[src/rtl/core/eegdf_pkg.sv]
// Shared types and constants for the biosignal packet deframer.
// Used by every module under rtl/core except eegdf_ram; depends on nothing.
package eegdf_pkg;

   localparam int MAX_BLOCKS = 8;
   localparam int HISTORY_DEPTH = 2048;
   localparam int HIST_AW = $clog2(HISTORY_DEPTH);
   localparam int QUEUE_DEPTH = 2;

   // Configuration register indexes.
   localparam logic [3:0] CSR_CHANNEL_COUNT = 4'd0;
   localparam logic [3:0] CSR_SERIAL_MODE = 4'd1;

   // Result kinds.
   localparam logic [1:0] KIND_MARK = 2'd0;
   localparam logic [1:0] KIND_SAMPLE = 2'd1;
   localparam logic [1:0] KIND_LEAD_OFF = 2'd2;

   localparam logic [8:0] CHANNEL_COUNT_RESET = 9'd32;
   localparam logic [11:0] FILL_MAX = 12'd4095;

   // One classified request handed from the front part to the back part.
   typedef struct packed {
      logic [1:0] kind;
      logic [7:0] index;
      logic [31:0] data;
      logic [3:0] count;
      logic last;
   } rec_type;

endpackage

[src/rtl/core/eegdf_fifo.sv]
// Short queue of classified requests between the front and back parts.
// Depends on eegdf_pkg.
module eegdf_fifo (
   input logic clock,
   input logic reset,
   input logic push,
   input eegdf_pkg::rec_type push_rec,
   input logic pop,
   output eegdf_pkg::rec_type head_rec,
   output logic not_empty,
   output logic full
);

   localparam int PW = $clog2(eegdf_pkg::QUEUE_DEPTH);
   localparam int CW = $clog2(eegdf_pkg::QUEUE_DEPTH + 1);

   eegdf_pkg::rec_type slot_ff [eegdf_pkg::QUEUE_DEPTH];
   logic [PW-1:0] wr_ptr_ff, wr_ptr_in, rd_ptr_ff, rd_ptr_in;
   logic [CW-1:0] count_ff, count_in;
   logic do_push, do_pop;

   assign not_empty = (count_ff != '0);
   assign full = (count_ff == CW'(eegdf_pkg::QUEUE_DEPTH));
   assign do_push = push && !full;
   assign do_pop = pop && not_empty;
   assign head_rec = slot_ff[rd_ptr_ff];

   // Pointer and occupancy update.
   always_comb begin
      wr_ptr_in = wr_ptr_ff;
      rd_ptr_in = rd_ptr_ff;
      count_in = count_ff;
      if (do_push) begin
         wr_ptr_in = (wr_ptr_ff == PW'(eegdf_pkg::QUEUE_DEPTH - 1)) ? '0 : wr_ptr_ff + 1'b1;
      end
      if (do_pop) begin
         rd_ptr_in = (rd_ptr_ff == PW'(eegdf_pkg::QUEUE_DEPTH - 1)) ? '0 : rd_ptr_ff + 1'b1;
      end
      if (do_push && !do_pop) begin
         count_in = count_ff + 1'b1;
      end else if (do_pop && !do_push) begin
         count_in = count_ff - 1'b1;
      end
   end

   always_ff @(posedge clock) begin
      if (reset) begin
         wr_ptr_ff <= '0;
         rd_ptr_ff <= '0;
         count_ff <= '0;
      end else begin
         wr_ptr_ff <= wr_ptr_in;
         rd_ptr_ff <= rd_ptr_in;
         count_ff <= count_in;
      end
   end

   // Payload slots need no reset.
   always_ff @(posedge clock) begin
      if (do_push) begin
         slot_ff[wr_ptr_ff] <= push_rec;
      end
   end

endmodule

[config.mk]
export PLATFORM = sky130hd
export DESIGN_NAME = eegdf_fifo
export DESIGN_NICKNAME = d
export VERILOG_FILES = /design/src/rtl/core/eegdf_pkg.sv /design/src/rtl/core/eegdf_fifo.sv
export SDC_FILE = /design/constraint.sdc
export NUM_CORES = 1
export LEC_CHECK = 0
export BUFFER_PORTS_ARGS = -buffer_cell sky130_fd_sc_hd__buf_2
export CAP_MARGIN = 20
export CELL_PAD_IN_SITES_DETAIL_PLACEMENT = 1
export CELL_PAD_IN_SITES_GLOBAL_PLACEMENT = 1
export CORE_MARGIN = 10
export CORE_UTILIZATION = 41
export CTS_BUF_LIST = sky130_fd_sc_hd__clkbuf_4
export DETAILED_ROUTE_END_ITERATION = 8
export PLACE_DENSITY_LB_ADDON = 0.05
export REMOVE_ABC_BUFFERS = 1
export SETUP_SLACK_MARGIN = 0.4
export SYNTH_ARGS = -nofsm -noshare
export SYNTH_HDL_FRONTEND = slang
export SYNTH_SLANG_ARGS = --single-unit
[constraint.sdc]
create_clock -name clock -period 2.1 [get_ports clock]
set_input_delay 0.315 -clock clock [delete_from_list [all_inputs] [get_ports clock]]
set_output_delay 0.315 -clock clock [all_outputs]
set_load 0.01 [all_outputs]
Word-level counts from Yosys, hierarchy flattened
Memory sizes are Yosys's and may differ from the RTL's. A register that Yosys moved wholly into a read port is not among the register bits.
Cells that the tools add are included.
Widths: inputs -> output; s select.
{"block": "totals", "word_cells": 26, "ramBits": 94, "inputBits": 51, "mem_count": 1, "register_bits": 4}
{"block": "classes", "addsub": 4, "n_eq_ne": 1, "mux": 8, "reduce_logical": 9}
{"memory": "slot_ff", "depth": 2, "width": 47, "rd": 1, "rd_clocked_by_memory_dff": 1, "write_ports": 1, "line": "eegdf_fifo.sv:17", "rtl": "eegdf_pkg::rec_type slot_ff [eegdf_pkg::QUEUE_DEPTH];"}
{"operator": "$mux 1", "n": 6}
{"operator": "$logic_and 1x1->1", "n": 4}
{"operator": "$mux 2", "n": 2}
{"operator": "$reduce_bool 2->1", "n": 2}
{"operator": "$logic_not 1->1", "n": 3}
{"operator": "$add 1x1->1 const B", "n": 2}
{"operator": "$add 2x1->2 const B", "n": 1}
{"operator": "$eq 2x2->1 const B", "n": 1}
{"operator": "$sub 2x1->2 const B", "n": 1}

Depth between registers and ports, before layout
{"block": "logic_depth", "depth_word": 7, "depth_mapped": 6, "ltp_nobuf": 6}

Worst setup path after synthesis
No wires, ideal clock.
{"block": "synth_timing", "kind": "reg2reg", "from": "register count_ff[1]", "to": "memory slot_ff[1][0] (netlist name) (enable)", "required_time_ns": 1.691, "n_path_buf": 0, "slack_ns": -0.061, "stages_incl_launch_ff": 4, "arrival_ns": 1.752, "path_cell_list": "dfxtp_1 nor2b_2 nor2_1 and2_1"}
{"block": "synth_via", "elab_chain_len": 5}
{"element": "from (decl)", "line": "eegdf_fifo.sv:19", "rtl": "logic [CW-1:0] count_ff, count_in;"}
{"element": "from (signal assigned)", "line": "eegdf_fifo.sv:54", "rtl": "count_ff <= count_in;"}
{"element": "$eq 2x2->1", "line": "eegdf_fifo.sv:23", "rtl": "assign full = (count_ff == CW'(eegdf_pkg::QUEUE_DEPTH));"}
{"element": "named net full", "line": "eegdf_fifo.sv:11", "rtl": "output logic full"}
{"element": "$logic_not 1->1", "line": "eegdf_fifo.sv:24", "rtl": "assign do_push = push && !full;"}
{"element": "$logic_and 1x1->1", "line": "eegdf_fifo.sv:24"}
{"element": "$mux 1", "line": "eegdf_fifo.sv:60", "rtl": "if (do_push) begin"}
{"element": "$mux 1 (implied by the code)", "line": "eegdf_fifo.sv:61", "rtl": "slot_ff[wr_ptr_ff] <= push_rec;"}
{"element": "to (decl)", "line": "eegdf_fifo.sv:17"}
The timed path passes the listed nets, and every way through them passes these cells.

==> results by group <==
Critical path
  • CP max stage delay: 0.40 ns
  • Worst EP arrival: 1.52 ns
  • CP cell instances: buf_12 -> mux2_2 -> buf_2
  • Crit-path max FO: 23
  • Worst Setup End Kind: primary output
  • Critical-path top delay cell: dfxtp_4
  • Startpoint types: flop
  • Setup Crit Path Kind: reg -> out
  • Worst Path Required: 1.78 ns

Synthesis
  • Avg Synthesized Cell Area: 21.1 um2
  • Synth Instances: 171
  • Seq/Total Area, Yosys: 81.0%
  • Synthesized cell area: 0.00361 mm2
  • Synth unique cells: 15
  • Seq cells post-synth: 99
  • Warnings from Yosys: 0

Clock network
  • Clock slew at reported path FFs: 0.16 ns
  • Clk Latency, worst-skew pair: 0.43 ns
  • Clock root cell: clkbuf_4
  • CTS sink count: 99
  • Clock tree buffer depth: 2
  • CTS Hold Buffers Added: 0
  • CTS tree: done
  • TritonCTS Buffers: 9
  • Buffer count from post-CTS setup fixing: 0
  • H-Tree Depth: 3

STA
  • Hold Slack: 0.0619 ns
  • Period utilization: 87.4%
  • Final Critical Period: 1.84 ns
  • Slew HR: 75.9%
  • RSZ-0062 raised after global routing: true
  • Final setup vio count: 0
  • Slew Viols, Final: 0
  • Clk_skew: 0.0134 ns
  • Fmax: 0.545 GHz
  • Hold Vio Cnt, Final: 0
  • Fin worst setup slack: 0.264 ns
  • Slew @ Worst Pin: 0.362 ns

Final layout
  • Util after Layout: 51.2%
  • Ant. Diodes: 0
  • Syn-to-layout area delta: 22.7%
  • Post-route cell area: 0.00443 mm2
  • Nets: 334
  • Filler instances: 840
  • Layout cells sized above 1: 59.9%

Floorplan
  • # rows: 34
  • Die H: 114 um
  • Ports: 100
  • Die Wd: 114 um
  • Core Area: 0.00864 mm2
  • Initial Utilization: 41.8%
  • Die area: 0.0130 mm2

Place
  • GPL Wtd Cong: 0.657
  • Placed cell area: 0.00425 mm2
  • PortBufs: 99
  • HPWL Detailed: 5.11 mm
  • Pre-CTS WS: 0.489 ns

Drt
  • Post-DRT Antenna Nets: 0
  • Vias per inst: 4.72
  • Initial DRT Pass Iterations: 4
  • Starting DRT DRC Count: 38
  • Routed length per placed instance: 18.2 um
  • Remaining DRCs: 0
  • Vias: 1,865
  • Total Wirelength: 7.20 mm

Global route
  • Global-route wire length before repair: 11.0 mm
  • Largest net degree at the start of global routing: 27
  • Vias in the first global route: 2,126
  • Tot GR Track Use: 11.1%
  • Initial antenna violation count: 0
  • Global-route congestion overflow total: 0

Power
  • Maximum VDD drop: 0.492 mV
  • Leak: 1.66 nW
  • Pwr Density: 1130 mW/mm2
  • Final Power: 4.99 mW

Outcome
  • Outcome: finished clean

Job
  • Max_cap viols: 0

Hold path
  • Hold WC Path Type: in -> reg
[through the flow]
stage          std cells  TNS (ns)
2_1_floorplan        166     -5.12
3_3_place_gp         379         0
3_5_place_dp         379         0
4_1_cts              395         0
5_1_grt              395         0
6_report             395         0
[cell type report]
cell class / instances / area, um2 / share of cell area, %
sequential: 99 / 2930 / 66.1
multi-input combinational: 65 / 643 / 14.5
timing repair buffer: 105 / 569 / 12.9
tap: 108 / 135 / 3.05
clock inverter: 7 / 76.3 / 1.72
clock buffer: 9 / 67.6 / 1.53
inverter: 2 / 7.51 / 0.170
[report_power, final]
part / total (mW) / internal (mW) / leakage [nW] / switching (mW)
registers: 2.56 / 2.48 / 0.920 / 0.0794
clock network: 0.993 / 0.373 / 0.0746 / 0.620
logic: 1.43 / 0.681 / 0.662 / 0.753
[final timing paths]
| kind | startpoint | end | slack, ns | depth (start not counted) |
|---|---|---|---|---|
| hold / removal | push_rec[33] | slot_ff[0][33] | 0.06 | 1 |
| setup reg to reg | count_ff[1] | slot_ff[0][34] | 0.52 | 4 |
| setup / recovery | flop | head_rec[8] | 0.26 | 3 |
| hold reg to reg | count_ff[1] | count_ff[1] | 0.52 | 2 |
[flip-flops by register name, indices dropped and copies added (netlist names), named ones only]
signal     flops
count_ff       2
wr_ptr_ff      1
slot_ff       94
rd_ptr_ff      1
[cells in the mapped netlist]
| library cell | number | share of area, % |
|---|---|---|
| and2_1 | 1 | 0.17 |
| dfxtp_1 | 5 | 2.8 |
| inv_1 | 2 | 0.21 |
| or3_1 | 2 | 0.35 |
| nor2_1 | 4 | 0.42 |
| nor2b_2 | 1 | 0.24 |
| mux2_2 | 47 | 15 |
| buf_4 | 4 | 0.83 |
| or2_2 | 1 | 0.17 |
| a21oi_1 | 2 | 0.28 |
| ha_1 | 1 | 0.35 |
| o21ai_0 | 3 | 0.42 |
| buf_2 | 1 | 0.14 |
| xor2_1 | 3 | 0.73 |
| edfxtp_1 | 94 | 78 |
[what timing repair did]
| item | in CTS | in global routing |
|---|---|---|
| gates resized for setup | 6 | 2 |
| pin swaps | 0 | 0 |
| setup endpoints to repair | 47 | 71 |
[cell families (layout without fill, tap and decap cells)]
| kind of cell | Yosys count | in the layout | synth area share (%) |
|---|---|---|---|
| buf+inv | 7 | 123 | 1.18 |
| simple gates | 9 | 9 | 1.35 |
| fa+ha+maj | 1 | 1 | 0.347 |
| xor+xnor | 3 | 3 | 0.729 |
| flops | 99 | 99 | 81.0 |
| compound gates | 5 | 5 | 0.694 |
| mux | 47 | 47 | 14.7 |
[per-layer routing]
metal  GRT usage [%]  routed length, um  vias up
li1                -                  -      892
met1            12.4               2990      908
met2            17.9               3500       58
met3            4.93                612        7
met4            5.01                 97        0
met5               0                  0        -
[critical path, delay by kind of cell (launching register included)]
| family | cells | cell delay, ns |
|---|---|---|
| multiplexers | 1 | 0.37 |
| flip-flops | 1 | 0.40 |
| buffers and inverters | 2 | 0.33 |
[placed cells by master (no fill, tap or decap), types with 2 or more instances in the layout]
master / n
a21oi_1: 2
inv_6: 2
clkbuf_4: 9
buf_12: 2
dfxtp_1: 4
buf_2: 99
edfxtp_1: 94
clkinv_4: 2
nor2_1: 4
or3_1: 2
xor2_1: 3
o21ai_0: 3
mux2_2: 47
buf_4: 3
(Power assumes the default switching activity.)
