## src/rtl/core/eegdf_pkg.sv

```systemverilog
// Shared types and constants for the biosignal packet deframer.
// Used by every module under rtl/core except eegdf_ram; depends on nothing.
package eegdf_pkg;

   localparam int MAX_BLOCKS = 8;
   localparam int HISTORY_DEPTH = 2048;
   localparam int HIST_AW = $clog2(HISTORY_DEPTH);
   localparam int QUEUE_DEPTH = 2;

   // Configuration register indexes.
   localparam logic [3:0] CSR_CHANNEL_COUNT = 4'd0;
   localparam logic [3:0] CSR_SERIAL_MODE = 4'd1;

   // Result kinds.
   localparam logic [1:0] KIND_MARK = 2'd0;
   localparam logic [1:0] KIND_SAMPLE = 2'd1;
   localparam logic [1:0] KIND_LEAD_OFF = 2'd2;

   localparam logic [8:0] CHANNEL_COUNT_RESET = 9'd32;
   localparam logic [11:0] FILL_MAX = 12'd4095;

   // One classified request handed from the front part to the back part.
   typedef struct packed {
      logic [1:0] kind;
      logic [7:0] index;
      logic [31:0] data;
      logic [3:0] count;
      logic last;
   } rec_type;

endpackage

```

## src/rtl/core/eegdf_back.sv

```systemverilog
// Back part: formats queued requests into results and holds the output register.
// Depends on eegdf_pkg.
module eegdf_back (
   input logic clock,
   input logic reset,
   input logic q_valid,
   input eegdf_pkg::rec_type q_rec,
   output logic q_pop,
   input logic out_pop,
   output logic out_valid,
   output logic [1:0] item_type,
   output logic [7:0] channel_index,
   output logic signed [31:0] sample_value,
   output logic [7:0] mark_byte,
   output logic [7:0] lead_off_bits,
   output logic [3:0] lead_off_count,
   output logic last_of_packet
);

   logic valid_ff;
   logic [1:0] type_ff;
   logic [7:0] index_ff, mark_ff, bits_ff, mask;
   logic [31:0] sample_ff;
   logic [3:0] count_ff;
   logic last_ff;

   assign q_pop = q_valid && (!valid_ff || out_pop);
   assign mask = (q_rec.count >= 4'd8) ? 8'hFF : 8'((9'd1 << q_rec.count) - 9'd1);

   always_ff @(posedge clock) begin
      if (reset) begin
         valid_ff <= 1'b0;
      end else if (q_pop) begin
         valid_ff <= 1'b1;
      end else if (out_pop) begin
         valid_ff <= 1'b0;
      end
   end

   // Result fields, zeroed where the kind does not use them.
   always_ff @(posedge clock) begin
      if (q_pop) begin
         type_ff <= q_rec.kind;
         index_ff <= q_rec.index;
         sample_ff <= (q_rec.kind == eegdf_pkg::KIND_SAMPLE) ? q_rec.data : '0;
         mark_ff <= (q_rec.kind == eegdf_pkg::KIND_MARK) ? q_rec.data[7:0] : '0;
         bits_ff <= (q_rec.kind == eegdf_pkg::KIND_LEAD_OFF) ? (q_rec.data[7:0] & mask) : '0;
         count_ff <= q_rec.count;
         last_ff <= q_rec.last;
      end
   end

   assign out_valid = valid_ff;
   assign item_type = type_ff;
   assign channel_index = index_ff;
   assign sample_value = sample_ff;
   assign mark_byte = mark_ff;
   assign lead_off_bits = bits_ff;
   assign lead_off_count = count_ff;
   assign last_of_packet = last_ff;

endmodule

```

## config.mk

```make
export PLATFORM = sky130hd
export DESIGN_NAME = eegdf_back
export DESIGN_NICKNAME = d
export VERILOG_FILES = /design/src/rtl/core/eegdf_pkg.sv /design/src/rtl/core/eegdf_back.sv
export SDC_FILE = /design/constraint.sdc
export NUM_CORES = 1
export LEC_CHECK = 0
export ABC_AREA = 1
export BUFFER_PORTS_ARGS = -buffer_cell sky130_fd_sc_hd__buf_2
export CORE_ASPECT_RATIO = 0.7
export CORE_MARGIN = 2
export CORE_UTILIZATION = 46
export CTS_BUF_LIST = sky130_fd_sc_hd__clkbuf_4 sky130_fd_sc_hd__clkbuf_8 sky130_fd_sc_hd__clkbuf_16
export CTS_CLUSTER_SIZE = 24
export DETAILED_ROUTE_END_ITERATION = 10
export PLACE_DENSITY = 0.89
export SYNTH_ARGS = -nofsm -noshare
export SYNTH_HDL_FRONTEND = slang
export SYNTH_SLANG_ARGS = --single-unit
```

## constraint.sdc

```tcl
create_clock -name clock -period 5.4 [get_ports clock]
set_clock_uncertainty 0.2 [all_clocks]
set_input_delay 0.54 -clock clock [delete_from_list [all_inputs] [get_ports clock]]
set_output_delay 0.54 -clock clock [all_outputs]
set_load 0.01 [all_outputs]
```

* Word-level counts from Yosys, hierarchy flattened
Index checks and enable logic that the tools add are counted.
** Storage, ports and cells
- Register bits after elaboration :: 64
- Bits in latches :: 0
- RAM bits :: 0
- ROM bits :: 0
- Logic and storage cells :: 22
- Memories kept :: 0
** Cells by class
- Add/subtract/negate cells :: 1
- Multipliers :: 0
- Divide/modulo/power cells :: 0
- Order comparisons :: 1
- Equal/unequal tests :: 2
- Shift-type cells :: 1
- Mux-type cells :: 3
- Bitwise gates (word level) :: 1
- Reduce and logical (&&, ||, !) cells :: 5
** Operator list (count)
- $and 8x8->8 :: 1
- $mux 8 :: 1
- $shl 1x4->8 const A :: 1
- $sub 8x1->8 const B :: 1
- $ge 4x4->1 const B :: 1
- $eq 2x1->1 const B :: 1
- $eq 2x2->1 const B :: 1
- $logic_not 2->1 :: 1
- $mux 1 :: 2
- $reduce_bool 2->1 :: 1
- $logic_and 1x1->1 :: 1
- $logic_not 1->1 :: 1
- $logic_or 1x1->1 :: 1

* Depth between registers and ports, before layout
Gate-level depths: netlist of run 1.
- Depth in word-level cells :: 4
- Gate-level depth with buffers :: 9
- Gate-level depth less buffers :: 9

* Least setup slack after synthesis of run 1
No wires, ideal clock.
- Path type :: input port to output port
- Start :: input q_valid
- End :: output q_pop
- Arrival time :: 3781 ps
- Required time :: 4660 ps
- Setup slack :: 879 ps
- Cell stages on the path :: 2
- Buffers on the path :: 0
- Cells stage by stage :: inv_1 -> a21oi_1
** Between the ends
- Longest elaborated chain between the ends :: 1
** Ends and longest elaborated chain
- from (decl) :: line eegdf_back.sv:6 : input logic q_valid,
- $logic_and 1x1->1 :: line eegdf_back.sv:27 : assign q_pop = q_valid && (!valid_ff || out_pop);
- to (decl) :: line eegdf_back.sv:8 : output logic q_pop,
Every way passes these cells.

* Worst setup path in the final report of run 1
- Start :: register valid_ff, in the netlist out_valid
- End :: output q_pop
** Between the ends
- Longest elaborated chain between the ends :: 3
** Ends and longest elaborated chain
- from (decl) :: line eegdf_back.sv:20 : logic valid_ff;
- from (signal assigned) :: line eegdf_back.sv:32 : valid_ff <= 1'b0;
- from (signal assigned) :: line eegdf_back.sv:34 : valid_ff <= 1'b1;
- from (signal assigned) :: line eegdf_back.sv:36 : valid_ff <= 1'b0;
- $logic_not 1->1 :: line eegdf_back.sv:27
- $logic_or 1x1->1 :: line eegdf_back.sv:27
- $logic_and 1x1->1 :: line eegdf_back.sv:27
Every way passes these cells.

==> results of run 1 <==
-- metal layers --
metal	vias to the layer above	GRT usage (%)	wire (µm)
met5	-	0	0
met4	0	6.25	54
met2	86	25.2	2090
met3	10	7.67	436
li1	848	-	-
met1	745	21.6	2140
-- cell type report --
| type | instances | area [µm²] | area share, % |
|---|---|---|---|
| Sequential cell | 64 | 1910 | 58.7 |
| Timing Repair Buffer | 116 | 583 | 17.9 |
| Multi-Input combinational cell | 76 | 348 | 10.7 |
| Inverter | 44 | 165 | 5.07 |
| Clock buffer | 9 | 124 | 3.80 |
| Tap cell | 72 | 90.1 | 2.76 |
| Clock inverter | 6 | 37.5 | 1.15 |
-- power groups by stage --
| stage | Sequential, mW | Combinational (mW) | Clock, mW |
|---|---|---|---|
| 3_5_place_dp | 0.599 | 0.108 | 0 |
| 3_3_place_gp | 0.598 | 0.106 | 0 |
| 4_1_cts | 0.589 | 0.108 | 0.342 |
| 2_1_floorplan | 0.619 | 0.0323 | 0 |
| 5_1_grt | 0.592 | 0.118 | 0.361 |
| 6_report | 0.589 | 0.107 | 0.332 |
-- how the worst min path moves through the flow --
| stage | startpoint | end | cells past startpoint |
|---|---|---|---|
| finish | reset | out_valid | 2 |
| global route | reset | out_valid | 2 |
| CTS | reset | out_valid | 2 |
| detailed placement | out_valid | out_valid | 2 |
| global placement | out_valid | out_valid | 2 |
| floorplan | out_valid | out_valid | 2 |
-- registers in the layout, summed over array words and instances (netlist names) --
register and cells:
mark_byte 8, lead_off_count 4, out_valid 1, item_type 2, lead_off_bits 8, last_of_packet 1, channel_index 8, sample_value 32
-- kinds of logic after synthesis --
logic type / share of synthesized area, %
AO/OA/AOI/OAI: 1.55
adder cells (fa/ha/maj): 0.515
buffers and inverters: 7.42
flip-flops: 78.7
AND/OR/NAND/NOR: 11.8
-- cell usage after synthesis (2+ instances only) --
master / count / area, µm²
nor3_1: 5 / 25.0
nand3_1: 2 / 10.0
buf_2: 3 / 15.0
nor2_1: 45 / 169
a21oi_1: 5 / 25.0
edfxtp_1: 63 / 1890
nand2_1: 11 / 41.3
nor2_4: 2 / 22.5
nand4_1: 2 / 12.5
inv_1: 42 / 158
inv_2: 2 / 7.51
-- metrics by stage --
stage / area [µm²] / hold slack (ns) / setup slack (ns) / power [mW]
2_1_floorplan: 2430 / 0.288 / 0.879 / 0.652
3_3_place_gp: 3100 / 0.289 / 2.91 / 0.704
3_5_place_dp: 3100 / 0.308 / 2.86 / 0.708
4_1_cts: 3260 / 0.146 / 2.92 / 1.04
5_1_grt: 3260 / 0.140 / 2.81 / 1.07
6_report: 3260 / 0.162 / 2.98 / 1.03
==> summary.md, run 1 <==
| Metric | Value |
|---|---|
| Relative slew margins | between 20 and 30% |
| Final setup vio count | 0 |
| CTS tree | built |
| Critical path's largest stage delay | 0.73 ns |
| I/O Pins | 116 |
| GR Util All Layers | 16.8% |
| DR vias | between 1500 and 2000 |
| Resized cells post-CTS | 0 |
| CP Buf/Inv Count | 1 |
| Crit path to | q_pop |
| Core ar. | 5170 µm² |
| Clk slew on worst S/H paths | 0.06 ns |
| Drt wl/cell | around 12 µm |
| CP startpoint | out_valid |
| WP data required | roughly 4.7 ns |
| Remaining DRCs | 0 |
| Global-route wire length before repair | 7.15 mm |
| Vias in the first global route | 1503 |
| Post-layout min period | 2.42 ns |
| Crit path max-delay family | compound AO/OA/AOI/OAI gates |
| Fin cells | 387 |
| DPL Wire Length | 3.35 mm |
| Post-route ant nets | 0 |
| Worst min path class | input pin to flip-flop |
| WS Path Type | flip-flop to output port |
| Sequential share of power | a little under three fifths |
| Port Buf Inserts | 115 |
| Final Cycle Share | 44.9% |
| Drt total wl | 4.72 mm |
| Reg-to-reg endpoint | sample_value[18] |
| Die ar. | 5890 µm² |
| Logic pwr share | a little over a tenth |
| Max stage delay cell, worst path | a21oi_4 |
| Layout Nets | 363 |
| Vias per cell | 4.36 |
| Iteration-0 DRC Markers | 66 |
| Avg Cell Area, Syn | around 13 µm² |
| Power per cell area | approximately 320 nW/µm² |
| Fmax | roughly 0.41 GHz |
| Worst Reg-to-Reg Cells | 2 |
| Area growth, synth to finish | 34.2% |
| Commonest register cell after synthesis | edfxtp_1 |
| Crit-path max FO | 31 |
| Root Buffer | clkbuf_8 |
| Syn nets | 239 |
| DR pass1 iterations | 4 |
| Post-Syn Area | 2430 µm² |
| Setup crit end kind | output port |
| Hold Buf Count CTS | 0 |
| Layout cells sized above 1 | 43.5% |
| CP arrival | about 1.7 ns |
| Worst reg2reg startpoint | out_valid |
| Switching share of total power | a little under a quarter |
| Final global-route overflow total | 0 |
| CTS H-Tree Depth | 3 |
| Post-synth ARST share | 0% |
| Least-Margin Pin Slew | 1.07 ns |
| Sequential share of the synthesized area | 78.7% |
| Max-slew violation count | 0 |
| Startpoint Class | flip-flop |
| Synth cell types | 16 |
| Max IR drop VDD | 0.000173 V |
| CTS Buffer Depth | 2 |
| Die Y | 64.8 µm |
| Most frequent cells in the layout | buf_2 (115), edfxtp_1 (63), nor2_1 (45) |
| Later-pin clock latency in the skew report | roughly 0.33 ns |
| Setup TNS | 0 ns |
| N_diodes | 0 |
| Largest net degree at the start of global routing | 35 |
| TritonCTS Buffers | 9 |
| Final-report hold violation count | 0 |
| Num rows | 22 |
| Fillers | 419 |
| Pleak | 1.57 nW |
| Mapped Cells | 187 |
| Yosys reg bits | 64 |
| Initial antenna violation count | 0 |
| Setup repair after global routing missed its margin | false |
| Max-cap violations | 0 |
| Yosys warns | 0 |
| Post-CTS setup buffer count | 0 |
| P_sw | roughly 0.24 mW |
| Sink Count | 64 |
| Cell chain of the critical path | a21oi_4, buf_2 |
| Placed cells | 372 |
| GP Congestion | 0.785 |
| Die W | about 91 µm |
| Post-synth EDFFs | 63 |
| Levels on crit path | 2 |
| Status | complete, no violations |
| Most common cell after layout, fill and taps aside | buf_2 |
| R2R setup slack | between 3 and 4 ns |
| Clock network power share | 32.3% |
| P_int | around 0.78 mW |
| Final core utilization | 63.0% |
| Initial cell density of the core | 46.9% |
No activity file was read; power rests on OpenSTA's default activity.
==> inputs of run 2 (changes only) <==
- CORE_UTILIZATION: 46 -> 41
- PLACE_DENSITY: 0.89 -> 0.84
- clock period: 5.4 -> 2.1 ns (I/O delays scaled with it)
==> run 2 against run 1 <==
Effect of this change:
- first-iteration DRC count up 64%
- global-route usage increased by 0.89 points
- non-clock buffer count rose by 39
- worst setup slack lost 2.8 ns
- register-to-register slack worse by 2.6 ns
- combinational power increased to 3.2 times the previous value
- design area grew 12%
==> summary.md, run 2 (synthesized netlist as in run 1, its figures left out) <==
| Metric | Value |
|---|---|
| Status | complete, no violations (unchanged) |
| Remaining DRCs | 0 (unchanged) |
| Post-route ant nets | 0 (unchanged) |
| Initial antenna violation count | 0 (unchanged) |
| Area growth, synth to finish | 50.6% (was 34.2%) |
| Post-layout min period | 1.97 ns |
| CTS Buffer Depth | 2 (unchanged) |
| Layout cells sized above 1 | 39.0% (was 43.5%) |
| Largest net degree at the start of global routing | 33 (was 35) |
| Die ar. | 6560 µm² (was 5890 µm²) |
| Clk slew on worst S/H paths | 0.06 ns (about the same) |
| Global-route wire length before repair | 8.25 mm (was 7.15 mm) |
| Sink Count | 64 (unchanged) |
| I/O Pins | 116 (unchanged) |
| DR vias | 1911 (was 1689) |
| R2R setup slack | 0.69 ns (was 3.24 ns) |
| Drt wl/cell | 13.7 µm (was 12.2 µm) |
| Layout Nets | 402 (was 363) |
| Port Buf Inserts | 115 (unchanged) |
| Most frequent cells in the layout | buf_2 (115), edfxtp_1 (63), nor2_1 (45) (unchanged) |
| Register area | 1910 µm² (about the same) |
| Setup TNS | 0 ns (unchanged) |
| Max reg flops | 32 (unchanged) |
| Root Buffer | clkbuf_8 (unchanged) |
| Startpoint Class | input pin (was flip-flop) |
| Final setup vio count | 0 (unchanged) |
| Hold Buf Count CTS | 37 (was 0) |
| Reg-to-reg endpoint | channel_index[4] (was sample_value[18]) |
| Setup crit end kind | flip-flop (was output port) |
| TritonCTS Buffers | 9 (unchanged) |
| Final Cycle Share | 93.9% |
| Power per cell area | 742 nW/µm² (was 315 nW/µm²) |
| Worst min path class | input pin to flip-flop (unchanged) |
| Max-slew violation count | 0 (unchanged) |
| GP Congestion | 0.791 (was 0.785) |
| Worst Reg-to-Reg Cells | 2 (unchanged) |
| Vias per cell | 4.45 (was 4.36) |
| Hold Path Sink | sample_value[26] (was out_valid) |
| Least-Margin Pin Slew | 0.488 ns (was 1.07 ns) |
| N_diodes | 0 (unchanged) |
| WS Path Type | input pin to flip-flop (was flip-flop to output port) |
| Hold path startpoint | q_rec[31] (was reset) |
| Relative slew margins | 67.4% (was 28.7%) |
| Num rows | 23 (was 22) |
| Drt total wl | 5.89 mm (was 4.72 mm) |
| Iteration-0 DRC Markers | 108 (was 66) |
| Final-report hold violation count | 0 (unchanged) |
| Core ar. | 5730 µm² (was 5170 µm²) |
| Post-CTS setup buffer count | 0 (unchanged) |
| Resized cells post-CTS | 0 (unchanged) |
| DR pass1 iterations | 5 (was 4) |
| CTS H-Tree Depth | 3 (unchanged) |
| Pleak | 1.74 nW (was 1.57 nW) |
| Multi-input gate area | 348 µm² (unchanged) |
| Max IR drop VDD | 0.000498 V (was 0.000173 V) |
| Later-pin clock latency in the skew report | 0.33 ns (about the same) |
| Fmax | 0.507 GHz |
| Fillers | 444 (was 419) |
| DPL Wire Length | 3.81 mm (was 3.35 mm) |
| Hold Path Depth | 3 (was 2) |
| CTS tree | built (unchanged) |
| Die W | 96.0 µm (was 90.8 µm) |
| Setup repair after global routing missed its margin | false (unchanged) |
| Final global-route overflow total | 0 (unchanged) |
| Initial cell density of the core | 42.4% (was 46.9%) |
| Vias in the first global route | 1737 (was 1503) |
| Fin cells | 429 (was 387) |
| Crit-path max FO | 7 (was 31) |
| WP data required | 1.99 ns (was 4.66 ns) |
| Worst reg2reg startpoint | out_valid (unchanged) |
| Max-cap violations | 0 (unchanged) |
| Most common cell after layout, fill and taps aside | buf_2 (unchanged) |
| GR Util All Layers | 17.7% (was 16.8%) |
| CP arrival | 1.86 ns (was 1.68 ns) |
| Placed cells | 377 (was 372) |
| Die Y | 68.4 µm (was 64.8 µm) |
-- run 2: changes by cell type in the layout (fill, tap and decap cells not counted) --
cell	before	now
dlygate4sd3_1	0	37
clkinv_1	0	2
clkinvlp_4	3	1
buf_12	0	1
buf_4	1	2
clkbuf_4	0	1
clkinv_2	3	2
dfxtp_1	1	0
dfxtp_2	0	1
-- run 2: final cells by class --
cell class | instances | share of cell area [%]
timing repair buffer | 155 | 26.8
clock inverter | 5 | 0.684
clock buffer | 10 | 3.59
sequential | 64 | 52.3
inverter | 44 | 4.52
tap | 75 | 2.57
multi-input combinational | 76 | 9.51
-- run 2: where the power goes --
group / total (mW) / switching (mW) / internal (mW)
registers: 1.51 / 0.0205 / 1.49
logic: 0.342 / 0.185 / 0.157
clock network: 0.858 / 0.436 / 0.422
total: 2.71 / 0.642 / 2.07
-- run 2: how the worst max path moves through the flow --
stage / startpoint / end / slack (ns) / cells after the start
after floorplan: out_valid / channel_index[0] / 0.008 / 1
after global placement: q_rec[3] / lead_off_bits[2] / 0.43 / 10
after detailed placement: q_rec[3] / lead_off_bits[2] / 0.35 / 10
after CTS: q_rec[3] / lead_off_bits[2] / 0.15 / 11
after global routing: q_rec[3] / lead_off_bits[2] / 0.03 / 11
final: q_rec[3] / lead_off_bits[2] / 0.13 / 11
-- run 2: metrics by stage --
stage	worst slack [ns]	instance area [µm²]	hold WS, ns	utilization, %	power [mW]
after floorplan	0.00792	2440	0.0717	-	1.67
after global placement	0.431	3130	0.155	54.7	1.82
after detailed placement	0.353	3130	0.162	54.7	1.83
after CTS	0.155	3660	0.00144	63.9	2.74
after global routing	0.0272	3660	0.00394	63.9	2.84
final	0.128	3660	0.00435	63.9	2.71
-- run 2: metal layers --
metal	wire length [µm]	part of all wire, %	up-vias	track usage (%)
met1	2380	40	871	20.2
li1	-	-	927	-
met2	2880	49	100	28.9
met5	0	0	-	0
met3	529	9.0	13	8.15
met4	103	1.7	0	7.50
-- run 2: critical path: stages --
cell	delay, ns
dlygate4sd3_1	0.53
buf_2	0.17
nor2_4	0.18
inv_1	0.06
nor2_1	0.16
inv_1	0.06
ha_1	0.22
nand2_1	0.08
nand2_1	0.05
o21ai_1	0.10
inv_1	0.04
==> inputs of run 3 (changes only) <==
- CORE_UTILIZATION: 41 -> 46
- PLACE_DENSITY: 0.84 -> 0.89
- clock period: 2.1 -> 1.9 ns (I/O delays scaled with it)
==> run 3 against run 2 <==
Effect of this change:
- sequential power grew 11%
- design area grew 4.1%
- utilization grew 9.7 points
- combinational power grew 18%
- worst hold slack gained 0.15 ns
- clock-buffer cell count shrank 1
- die area shrank 10%
- clock power grew 15%
- routed wire length grew 4.3%
- first-iteration DRC count grew 3.7%
- global-route usage grew 4.5 points
==> summary.md, run 3 (synthesized netlist as in run 1, its figures left out) <==
| Metric | Value |
|---|---|
| Max stage delay cell, worst path | dlygate4sd3_1 (unchanged) |
| Least-Margin Pin Slew | 0.391 ns (was 0.488 ns) |
| Later-pin clock latency in the skew report | 0.33 ns (about the same) |
| Final global-route overflow total | 0 (unchanged) |
| Area growth, synth to finish | 56.7% (was 50.6%) |
| DR pass1 iterations | 5 (unchanged) |
| I/O Pins | 116 (unchanged) |
| Logic pwr share | 13.2% (was 12.6%) |
| Layout cells sized above 1 | 38.7% (was 39.0%) |
| N_diodes | 0 (unchanged) |
| Sequential share of power | 54.6% (was 55.8%) |
| Setup TNS | 0 ns (unchanged) |
| Drt total wl | 6.14 mm (was 5.89 mm) |
| Final-report hold violation count | 0 (unchanged) |
| Pleak | 1.79 nW (was 1.74 nW) |
| Crit-path max FO | 5 (was 7) |
| Hold Path Sink | lead_off_bits[7] (was sample_value[26]) |
| Die ar. | 5890 µm² (was 6560 µm²) |
| Final setup vio count | 0 (unchanged) |
| Core ar. | 5170 µm² (was 5730 µm²) |
| Setup crit end kind | flip-flop (unchanged) |
| Worst Reg-to-Reg Cells | 2 (unchanged) |
| Layout Nets | 414 (was 402) |
| Die Y | 64.8 µm (was 68.4 µm) |
| Switching share of total power | 24.6% (was 23.7%) |
| Most frequent cells in the layout | buf_2 (115), edfxtp_1 (63), dlygate4sd3_1 (49) (was buf_2 (115), edfxtp_1 (63), nor2_1 (45)) |
| TritonCTS Buffers | 9 (unchanged) |
| Clk slew on worst S/H paths | 0.07 ns (was 0.06 ns) |
| Sink Count | 64 (unchanged) |
| CTS H-Tree Depth | 3 (unchanged) |
| Max reg flops | 32 (unchanged) |
| Root Buffer | clkbuf_8 (unchanged) |
| Final core utilization | 73.5% (was 63.9%) |
| Worst reg2reg startpoint | out_valid (unchanged) |
| P_sw | 0.755 mW (was 0.642 mW) |
| P_int | 2.31 mW (was 2.07 mW) |
| Die W | 90.8 µm (was 96.0 µm) |
| CTS tree | built (unchanged) |
| Iteration-0 DRC Markers | 112 (was 108) |
| Max-slew violation count | 0 (unchanged) |
| Hold path startpoint | q_rec[4] (was q_rec[31]) |
| GP Congestion | 0.848 (was 0.791) |
| Worst min path class | input pin to flip-flop (unchanged) |
| Final Cycle Share | 95.6% |
| CP dominant cell by count | inv_1 (unchanged) |
| Hold Path Depth | 3 (unchanged) |
| Startpoint Class | input pin (unchanged) |
| Design Area, Final | 3810 µm² (was 3660 µm²) |
| GR Util All Layers | 22.2% (was 17.7%) |
| Total power | 3.07 mW (was 2.71 mW) |
| Post-CTS setup buffer count | 0 (unchanged) |
| Port Buf Inserts | 115 (unchanged) |
| DR vias | 1950 (was 1911) |
| Status | complete, no violations (unchanged) |
| Remaining DRCs | 0 (unchanged) |
| Max IR drop VDD | 0.000621 V (was 0.000498 V) |
| Relative slew margins | 74.0% (was 67.4%) |
| Post-route ant nets | 0 (unchanged) |
| Power per cell area | 806 nW/µm² (was 742 nW/µm²) |
| WS Path Type | input pin to flip-flop (unchanged) |
| Reg-to-reg endpoint | sample_value[29] (was channel_index[4]) |
| CP arrival | 1.71 ns (was 1.86 ns) |
| Initial antenna violation count | 0 (unchanged) |
| CTS Buffer Depth | 2 (unchanged) |
| Fmax | 0.551 GHz |
| Max-cap violations | 0 (unchanged) |
| Clock network power share | 32.2% (was 31.6%) |
| DPL Wire Length | 3.65 mm (was 3.81 mm) |
| Initial cell density of the core | 46.9% (was 42.4%) |
| R2R setup slack | 0.46 ns (was 0.69 ns) |
| Worst Hold Margin | 0.153 ns (was 0.00435 ns) |
| Largest net degree at the start of global routing | 35 (was 33) |
| Most common cell after layout, fill and taps aside | buf_2 (unchanged) |
| Cell chain of the critical path | dlygate4sd3_1, buf_2, nor2_1, inv_1, nor2_2, inv_1, ha_2, nand2_1, nand2_1, o21ai_1, inv_1 (was dlygate4sd3_1, buf_2, nor2_4, inv_1, nor2_1, inv_1, ha_1, nand2_1, nand2_1, o21ai_1, inv_1) |
| Critical path's largest stage delay | 0.53 ns (about the same) |
| Num rows | 22 (was 23) |
| Post-DP Area | 3140 µm² (was 3130 µm²) |
| Vias per cell | 4.44 (was 4.45) |
| Setup repair after global routing missed its margin | false (unchanged) |
| WP data required | 1.80 ns (was 1.99 ns) |
| Drt wl/cell | 14.0 µm (was 13.7 µm) |
| Post-layout min period | 1.82 ns |
| Global-route wire length before repair | 9.67 mm (was 8.25 mm) |
| Vias in the first global route | 2055 (was 1737) |
run 3: worst max-delay path by stage:
stage / start / end / cells after the start
global route: q_rec[1] / lead_off_bits[2] / 11
global placement: q_rec[3] / lead_off_bits[2] / 10
floorplan: out_valid / channel_index[0] / 1
CTS: q_rec[1] / lead_off_bits[2] / 11
detailed placement: q_rec[3] / lead_off_bits[2] / 10
finish: q_rec[1] / lead_off_bits[2] / 11
run 3: layout make-up:
class,count,area [µm²]
sequential,64,1910
fill,378,1370
timing repair buffer,167,1110
multi-input combinational,76,353
inverter,44,165
clock buffer,9,124
tap,72,90.1
clock inverter,7,47.5
run 3: timing repair:
item,in CTS,in global routing
setup endpoints to repair,0,2
hold buffers,49,0
gates resized for setup,0,2
hold endpoints to repair,54,0
run 3: critical path, delay by kind of cell:
family          cells  cell delay, ns
compound gates      1            0.11
fa+ha+maj           1            0.19
simple gates        4            0.34
buf+inv             5            0.88
run 3: through the flow:
step                setup WS [ns]  std cells
finish                     0.0838        439
global route               0.0222        439
CTS                        0.0166        439
detailed placement          0.158        374
global placement            0.254        374
floorplan                  -0.192        187
run 3: routing by layer:
metal,GRT usage [%],routed length (µm),vias up
met3,9.19,476,9
met1,24.5,2400,894
met4,6.25,53,0
li1,-,-,954
met5,0,0,-
met2,40.0,3210,93
run 3: power groups by stage:
stage	clock [mW]	combinational, mW	sequential [mW]
final	0.989	0.403	1.68
after floorplan	0	0.0942	1.75
after CTS	1.02	0.399	1.67
after detailed placement	0	0.320	1.70
after global routing	1.09	0.442	1.68
after global placement	0	0.311	1.70
